**src/design/bqse_pkg.sv**
```systemverilog
// Shared types and fixed-point widths for the bilinear quad shape evaluator.
// Used by every module of the block; has no dependencies.
package bqse_pkg;

	localparam int NODES    = 4;          // corner nodes / lanes
	localparam int ONE_Q14  = 16384;      // 1.0 in Q2.14
	localparam int CW       = 16;         // input coordinate width
	localparam int JW       = 26;         // Jacobian entry, Q.16
	localparam int FW       = 17;         // (1 +- xi) style factors, Q.14
	localparam int PW       = 43;         // J entry times factor
	localparam int SPW      = 34;         // shape product, Q.28
	localparam int NUMW     = PW + 1;     // signed numerator
	localparam int NW       = 41;         // numerator magnitude
	localparam int DETW     = 53;         // signed determinant, Q.32
	localparam int DW       = 51;         // determinant magnitude
	localparam int FRAC     = 16;         // numerator bits held back in the dividend
	localparam int QW       = 33;         // raw quotient bits (Q.17)
	localparam int DIV_LAT  = QW + 2;     // divider: entry, one stage per bit, output
	localparam int PIPE_DEPTH = 5 + DIV_LAT; // stages from accept to the result buffer

	typedef logic signed [CW-1:0] coord_t;
	typedef logic signed [JW-1:0] jent_t;
	typedef logic signed [FW-1:0] fac_t;

	typedef struct packed {
		logic [NODES-1:0][14:0] shape;
		logic [NODES-1:0][31:0] dx;
		logic [NODES-1:0][31:0] dy;
		logic [31:0]            det;
		logic                   sing;
	} item_t;

endpackage

```
**src/design/bqse_ser.sv**
```systemverilog
// Result buffer: holds one finished item and sends its four node results in order.
// Depends on bqse_pkg.
module bqse_ser import bqse_pkg::*; (
	input  logic        clk,
	input  logic        arst_n,
	input  logic        item_valid,
	input  item_t       item,
	output logic        free,
	output logic        result_valid,
	input  logic        result_stall,
	output logic [1:0]  node_index,
	output logic [14:0] shape_value,
	output logic [31:0] deriv_x,
	output logic [31:0] deriv_y,
	output logic [31:0] jacobian_det,
	output logic        singular,
	output logic        last
);

	item_t      item_q;
	logic       full_q;
	logic [1:0] cnt_q;
	logic       done;
	logic       load;

	assign done = full_q && !result_stall && (cnt_q == 2'(NODES-1));
	assign free = !full_q || done;
	assign load = item_valid && free;

	always_ff @(posedge clk or negedge arst_n) begin
		if (!arst_n) begin
			full_q <= 1'b0;
			cnt_q  <= '0;
		end else if (load) begin
			full_q <= 1'b1;
			cnt_q  <= '0;
		end else if (done) begin
			full_q <= 1'b0;
		end else if (full_q && !result_stall) begin
			cnt_q <= cnt_q + 2'd1;
		end
	end

	always_ff @(posedge clk) begin
		if (load) begin
			item_q <= item;
		end
	end

	assign result_valid = full_q;
	assign node_index   = cnt_q;
	assign shape_value  = item_q.shape[cnt_q];
	assign deriv_x      = item_q.sing ? 32'd0 : item_q.dx[cnt_q];
	assign deriv_y      = item_q.sing ? 32'd0 : item_q.dy[cnt_q];
	assign jacobian_det = item_q.det;
	assign singular     = item_q.sing;
	assign last         = (cnt_q == 2'(NODES-1));

endmodule

```
**config.mk**
```make
export PLATFORM = sky130hd
export DESIGN_NAME = bqse_ser
export DESIGN_NICKNAME = d
export VERILOG_FILES = /design/src/design/bqse_pkg.sv /design/src/design/bqse_ser.sv
export SDC_FILE = /design/constraint.sdc
export NUM_CORES = 1
export LEC_CHECK = 0
export BUFFER_PORTS_ARGS = -buffer_cell sky130_fd_sc_hd__buf_4
export CORE_AREA = 10 10 183 185
export CTS_CLUSTER_DIAMETER = 200
export DETAILED_ROUTE_END_ITERATION = 7
export DIE_AREA = 0 0 193 195
export PLACE_DENSITY = 0.73
export SLEW_MARGIN = 0
export SYNTH_ARGS = -nofsm -noshare
export SYNTH_HDL_FRONTEND = slang
export SYNTH_SLANG_ARGS = --single-unit
```
**constraint.sdc**
```tcl
create_clock -name clk -period 9.4 [get_ports clk]
set_input_delay 0.94 -clock clk [delete_from_list [all_inputs] [get_ports clk]]
set_output_delay 0.94 -clock clk [all_outputs]
set_load 0.03 [all_outputs]
```
==> flow_summary_export.csv, run 1 <==
group,metric,value,unit
drt,dr_total_vias,7571,
pwr,combPwrFrac,29.8,%
layout,area_delta_synth_final,35.68,%
clocking,worstSkewPairLatency,520,ps
drt,first_iter_violations,349,
placed_design,dp_hpwl,25.73,mm
synthesis,synth_top_family_by_area,"multiplexers",
synthesis,synth-xor-area-share,0,%
worst_setup_path,ff2ff_path_depth,5,
pwr,power_per_cell_area,269.8,mW/mm²
global_routing,grt_max_degree,202,
drt,drc,0,
pwr,netSwitchingPower,1.519,mW
drt,detail-route-antenna-nets,0,
timing,hold_viol,0,
worst_setup_path,cp_max_fo,63,
synthesis,synthCells,638,
drt,wl,35.17,mm
synthesis,syn_area,0.01317,mm²
clocking,cts_buffer_depth,3,
drt,wire_per_inst,23.28,µm
worst_setup_path,startpoint_type,"flop",
die,die_width,193,µm
worst_setup_path,critPathMostFrequentCell,"buf_4",
worst_setup_path,path_class,"flop to primary output",
die,core.rowCount,64,
die,start_util,43.84,%
placed_design,globalplace.congestion,0.7969,
timing,fmax,238.5,MHz
pwr,leakage,6.925,nW
clocking,cts_tree,"built",
synthesis,synth_area_leader_cell,"edfxtp_1",
timing,fin_crit_sh,44.61,%
global_routing,grt_pass1_wl,50.66,mm
status,status,"complete, no violations",
synthesis,synthDistinctLibCells,23,
layout,fin_util,59.48,%
synthesis,synth_top_area_share,79.60,%
synthesis,synth_fa_ha_area_share,0.09504,%
timing,final.setup.tns,0,ps
timing,finalSetupViolations,0,
pwr,worst_ir_drop_vdd,161.6,µV
global_routing,grt_pass1_vias,8364,
layout,fillers,2210,
clocking,hold_buffers,0,
die,core,0.03003,mm²
worst_setup_path,crit_chain,"buf_4 -> mux4_2 -> buf_4",
die,boundaryPins,470,
synthesis,synth_mux_area_share,12.30,%
job,cap_violations,0,
hold_path,hp-class,"primary input to async pin",
global_routing,grt_use_total,17.88,%
timing,relSlewSlack,17.28,%
placed_design,portBuffers,469,
layout,nets,1442,
worst_setup_path,arrival,3250,ps
die,dieArea,0.03764,mm²
synthesis,ys_seq_elements,352,
pwr,pwr-share-seq,42.4,%
timing,drv_slew,0,
layout,fin_area,0.01786,mm²
drt,vias_per_cell,5.011,
synthesis,yosysWarnings,0,
worst_setup_path,slowest_delay,930,ps
synthesis,synth_compound_area_share,3.345,%
clocking,htree_levels,2,
synthesis,synth_area_per_cell,20.63,µm²
synthesis,ys_seq_area_share,80.17,%
synthesis,synth-simple-area-share,0.3041,%
synthesis,ys_top_cells_by_area,"edfxtp_1 (80%), mux2i_1 (9.7%), o22ai_1 (3.0%)",
drt,drtPass1Iterations,6,
placed_design,dpl-instance-area,0.01675,mm²
clocking,cts_setup_buffers,0,
worst_setup_path,cp.required,8460,ps
clocking,cts_root_buf,"clkbuf_16",
pwr,power.share.switching,31.52,%
timing,worstMarginPinSlew,1241,ps
timing,finalCriticalPeriod,4193,ps
layout,multi_input_area,0.002117,mm²
clocking,clkSinkCount,352,
pwr,p_int,3.301,mW
timing,rsz0062_at_grt,"no",
die,die_h,195,µm
clocking,clk_pin_slew_worst_paths,60,ps
pwr,clockPowerShare,27.7,%
worst_setup_path,worstSetupEndpointType,"primary output",
global_routing,antenna_found_initial,2,
global_routing,overflow,0,
worst_setup_path,cpMaxStageDelayCell,"dfrtp_4",
layout,regArea,0.01056,mm²
clocking,cts_resized,0,
synthesis,synth_nets,992,
clocking,cts_made_buffers,37,
timing,fin_worst_skew,23.38,ps
layout,drive_gt1_share,48.65,%
[synth_stat cells]
library cell,number
mux2i_1,128
nand2b_1,3
a21o_1,1
clkbuf_1,5
nor3_1,1
buf_6,13
edfxtp_1,349
o22ai_1,64
or2_1,1
inv_1,1
ha_1,1
o21ai_0,2
buf_1,1
and2_1,1
buf_2,8
buf_8,1
nand2_1,1
clkbuf_4,2
dfrtp_1,3
a22o_1,2
a21oi_1,1
mux4_2,15
buf_4,34
[registers in the layout (all words and copies together), names as in the netlist]
| register | count |
|---|---|
| singular | 1 |
| node_index | 2 |
| jacobian_det | 32 |
| item_q | 316 |
| result_valid | 1 |
[worst max-delay path: cells and delay by family (launching register included)]
kind	cells	cell delay [ps]
flops	1	930
mux	1	620
buf+inv	2	1100
[cell type report]
type	count	area share, %
Sequential cell	352	59.11
Clock inverter	19	0.7005
Multi-Input combinational cell	221	11.85
Antenna cell	1	0.01401
Timing Repair Buffer	475	20.03
Inverter	1	0.02101
Tap cell	396	2.774
Clock buffer	46	5.492
[metrics by stage]
stage	setup WS, ps	hold WS [ps]	power (mW)	instances
global placement	5645	591.7	3.511	1445
CTS	5116	213.1	4.872	1510
floorplan	2655	644.4	3.068	638
detailed placement	5533	637.4	3.533	1445
finish	5207	232.7	4.820	1511
global route	5007	213.2	5.023	1511
[placed cells by master (no fill, tap or decap), types with 2 or more instances in the layout]
master,instances
a22o_1,2
buf_4,474
clkbuf_1,8
clkbuf_16,38
clkinv_1,9
clkinv_2,6
clkinvlp_4,2
dfrtp_1,2
edfxtp_1,349
mux2i_1,128
mux4_2,15
nand2b_1,2
o21ai_0,2
o22ai_1,64
[power groups by stage]
stage          combinational [mW]  clock, mW  sequential [mW]
3_5_place_dp                 1.45          0             2.08
2_1_floorplan                1.02          0             2.04
6_report                     1.44       1.34             2.05
5_1_grt                      1.52       1.44             2.06
3_3_place_gp                 1.44          0             2.07
4_1_cts                      1.46       1.37             2.05
[logic make-up (layout without fill, tap and decap cells)]
kind of cell | after synthesis | after routing
mux | 143 | 143
flops | 352 | 352
simple gates | 7 | 7
compound gates | 70 | 70
fa+ha+maj | 1 | 1
other cells | 0 | 1
buf+inv | 65 | 541
[layer usage]
metal / track usage [%] / up-vias / share of wire (%)
li1: - / 3457 / -
met1: 19.27 / 3682 / 35
met2: 30.41 / 353 / 51
met3: 7.573 / 77 / 11
met4: 6.925 / 2 / 3.6
met5: 0 / - / 0.034
[worst paths after layout]
kind / from / end / slack, ps
min in group clk: item[189] / item_q[189] / 600
worst min-delay path: arst_n / node_index[0] / 230
worst min register to register: result_valid / node_index[1] / 650
max in group asynchronous: arst_n / node_index[0] / 9050
worst max register to register: node_index[1] / item_q[246] / 5540
worst max-delay path: node_index[0] / shape_value[9] / 5210
Note: power is estimated with default switching activity, not from simulation.
==> run 2: changes to the inputs <==
--- a/config.mk
+++ b/config.mk
@@ -6,11 +6,11 @@
 export NUM_CORES = 1
 export LEC_CHECK = 0
 export BUFFER_PORTS_ARGS = -buffer_cell sky130_fd_sc_hd__buf_4
-export CORE_AREA = 10 10 183 185
+export CORE_AREA = 10 10 174 176
 export CTS_CLUSTER_DIAMETER = 200
 export DETAILED_ROUTE_END_ITERATION = 7
-export DIE_AREA = 0 0 193 195
-export PLACE_DENSITY = 0.73
+export DIE_AREA = 0 0 184 186
+export PLACE_DENSITY = 0.77
 export SLEW_MARGIN = 0
 export SYNTH_ARGS = -nofsm -noshare
 export SYNTH_HDL_FRONTEND = slang
==> constraint.sdc (replaced) <==
create_clock -name clk -period 4.17 [get_ports clk]
set_input_delay 0.417 -clock clk [delete_from_list [all_inputs] [get_ports clk]]
set_output_delay 0.417 -clock clk [all_outputs]
set_load 0.03 [all_outputs]
==> run 2 against run 1 <==
Non-clock buffer count up 15. Register-to-register slack worse by 4200 ps. Via count up 1.9%. Sequential power up 120%. Hold slack worse by 150 ps. Clock skew down 7.3 ps. Die area down 9.1%. Critical path depth up 2. Global-route usage up 2.3 points. Sequential cell count unchanged. Wire length up 1.8%. Critical path type unchanged. Largest cell class unchanged.
==> flow_summary_export.csv, run 2 (synthesized netlist as in run 1, its figures left out) <==
group,metric,value,unit
layout,final_common_cell,"buf_4",
drt,first_iter_violations,478,
worst_setup_path,cp_max_fo,26,
layout,layout_common_cells,"buf_4 (484), edfxtp_1 (349), mux2i_1 (128), o22ai_1 (64), clkbuf_16 (38)",
timing,fmax,322.8,MHz
placed_design,globalplace.congestion,0.8275,
hold_path,hp-class,"primary input to flop",
worst_setup_path,arrival,2680,ps
clocking,clkSinkCount,352,
clocking,cts_root_buf,"clkbuf_16",
die,core.rowCount,60,
timing,fin_crit_sh,74.29,%
drt,wl_met3,3.934,mm
timing,finalCriticalPeriod,3098,ps
drt,detail-route-antenna-nets,0,
worst_setup_path,startpoint_type,"flop",
clocking,cts_buffer_depth,3,
layout,largest_reg_flops,316,
clocking,cts_tree,"built",
global_routing,grt_use_total,20.22,%
die,boundaryPins,470,
drt,dr_total_vias,7715,
die,core,0.02673,mm²
clocking,cts_made_buffers,37,
status,status,"complete, no violations",
die,die_h,186,µm
timing,layout_setup_ws,1072,ps
placed_design,pre_cts_ws,1371,ps
timing,relSlewSlack,44.00,%
drt,met1_length,12.07,mm
timing,worstMarginPinSlew,840.0,ps
timing,final.setup.tns,0,ps
drt,wire_per_inst,24.33,µm
drt,wl,35.82,mm
drt,vias_per_cell,5.241,
die,dieArea,0.03422,mm²
global_routing,grt_max_degree,82,
timing,finalSetupViolations,0,
die,die_width,184,µm
global_routing,grt_pass1_wl,51.52,mm
pwr,worst_ir_drop_vdd,448.2,µV
pwr,power_per_cell_area,618.4,mW/mm²
global_routing,grt_pass1_vias,8555,
placed_design,dp_hpwl,26.75,mm
layout,nets,1457,
placed_design,portBuffers,469,
pwr,leakage,7.074,nW
clocking,cts_resized,0,
clocking,worstSkewPairLatency,500,ps
timing,rsz0062_at_grt,"no",
job,cap_violations,0,
worst_setup_path,path_class,"flop to primary output",
layout,largest_register,"item_q",
worst_setup_path,cp.required,3750,ps
layout,area_delta_synth_final,37.39,%
layout,drive_gt1_share,49.56,%
drt,drtPass1Iterations,5,
clocking,clk_pin_slew_worst_paths,60,ps
global_routing,overflow,0,
timing,drv_slew,0,
timing,fin_worst_skew,16.08,ps
timing,hold_viol,0,
global_routing,antenna_found_initial,1,
clocking,cts_setup_buffers,0,
die,start_util,49.26,%
worst_setup_path,worstSetupEndpointType,"primary output",
drt,drc,0,
clocking,htree_levels,2,
drt,top_layer,"met4",
drt,wl_met2,18.50,mm
run 2: cell count changes in the layout (fill, tap and decap cells not counted), sizes merged:
| cell | before | now |
|---|---|---|
| buf | 475 | 489 |
| clkinv | 16 | 18 |
| clkinvlp | 2 | 0 |
| clkbuf | 46 | 42 |
| dlygate4sd3 | 0 | 1 |
| inv | 1 | 2 |
| bufinv | 1 | 5 |
run 2: worst max-delay path, cell delays in order (launching register included):
cell and delay, ps:
dfrtp_1 490, buf_4 270, or2_2 490, buf_4 310, o22ai_1 360, buf_4 230
run 2: per-layer routing:
layer	global-route usage, %	vias to the layer above
li1	-	3492
met1	21.28	3743
met2	35.14	403
met3	8.228	77
met4	8.653	0
met5	0	-
run 2: repair_timing:
action / in CTS / in global routing
endpoints found under the hold margin: 3 / 0
hold buffers: 1 / 0
setup endpoints to repair: 0 / 0
run 2: final cells by class:
cell class / count / area [µm²]
fillers: 1767 / 8638
diodes: 1 / 2.502
inverters: 1 / 3.754
flip-flops and latches: 352 / 10560
multi-input cells: 221 / 2141
clock inverters: 24 / 245.2
well taps: 341 / 426.7
clock buffers: 42 / 965.9
repair buffers: 490 / 3744
run 2: per-stage QoR:
stage                     std cells  cell area (µm²)  util [%]  hold WS [ps]  total power [mW]
after floorplan                 638            13190         -         121.4             6.892
after global placement         1404            16860     63.10         210.5             7.961
after detailed placement       1404            16860     63.10         212.4             8.028
after CTS                      1471            18080     67.67         56.94             11.30
after global routing           1472            18090     67.68         55.85             11.63
final                          1472            18090     67.68         83.70             11.18
run 2: path summary, 6_finish.rpt:
path | from | cells past startpoint | end | slack (ps)
setup / recovery | node_index[1] | 5 | deriv_y[22] | 1070
hold / removal | item[281] | 1 | item_q[281] | 80
setup reg to reg | node_index[1] | 6 | item_q[52] | 1380
hold reg to reg | result_valid | 2 | result_valid | 660
max in group asynchronous | arst_n | 2 | node_index[0] | 3770
min in group asynchronous | arst_n | 2 | result_valid | 290
run 2: report_power, final:
group / switching (mW) / internal [mW] / total [mW]
clock network: 1.27 / 1.97 / 3.24
logic: 2.01 / 1.40 / 3.41
registers: 0.173 / 4.36 / 4.53
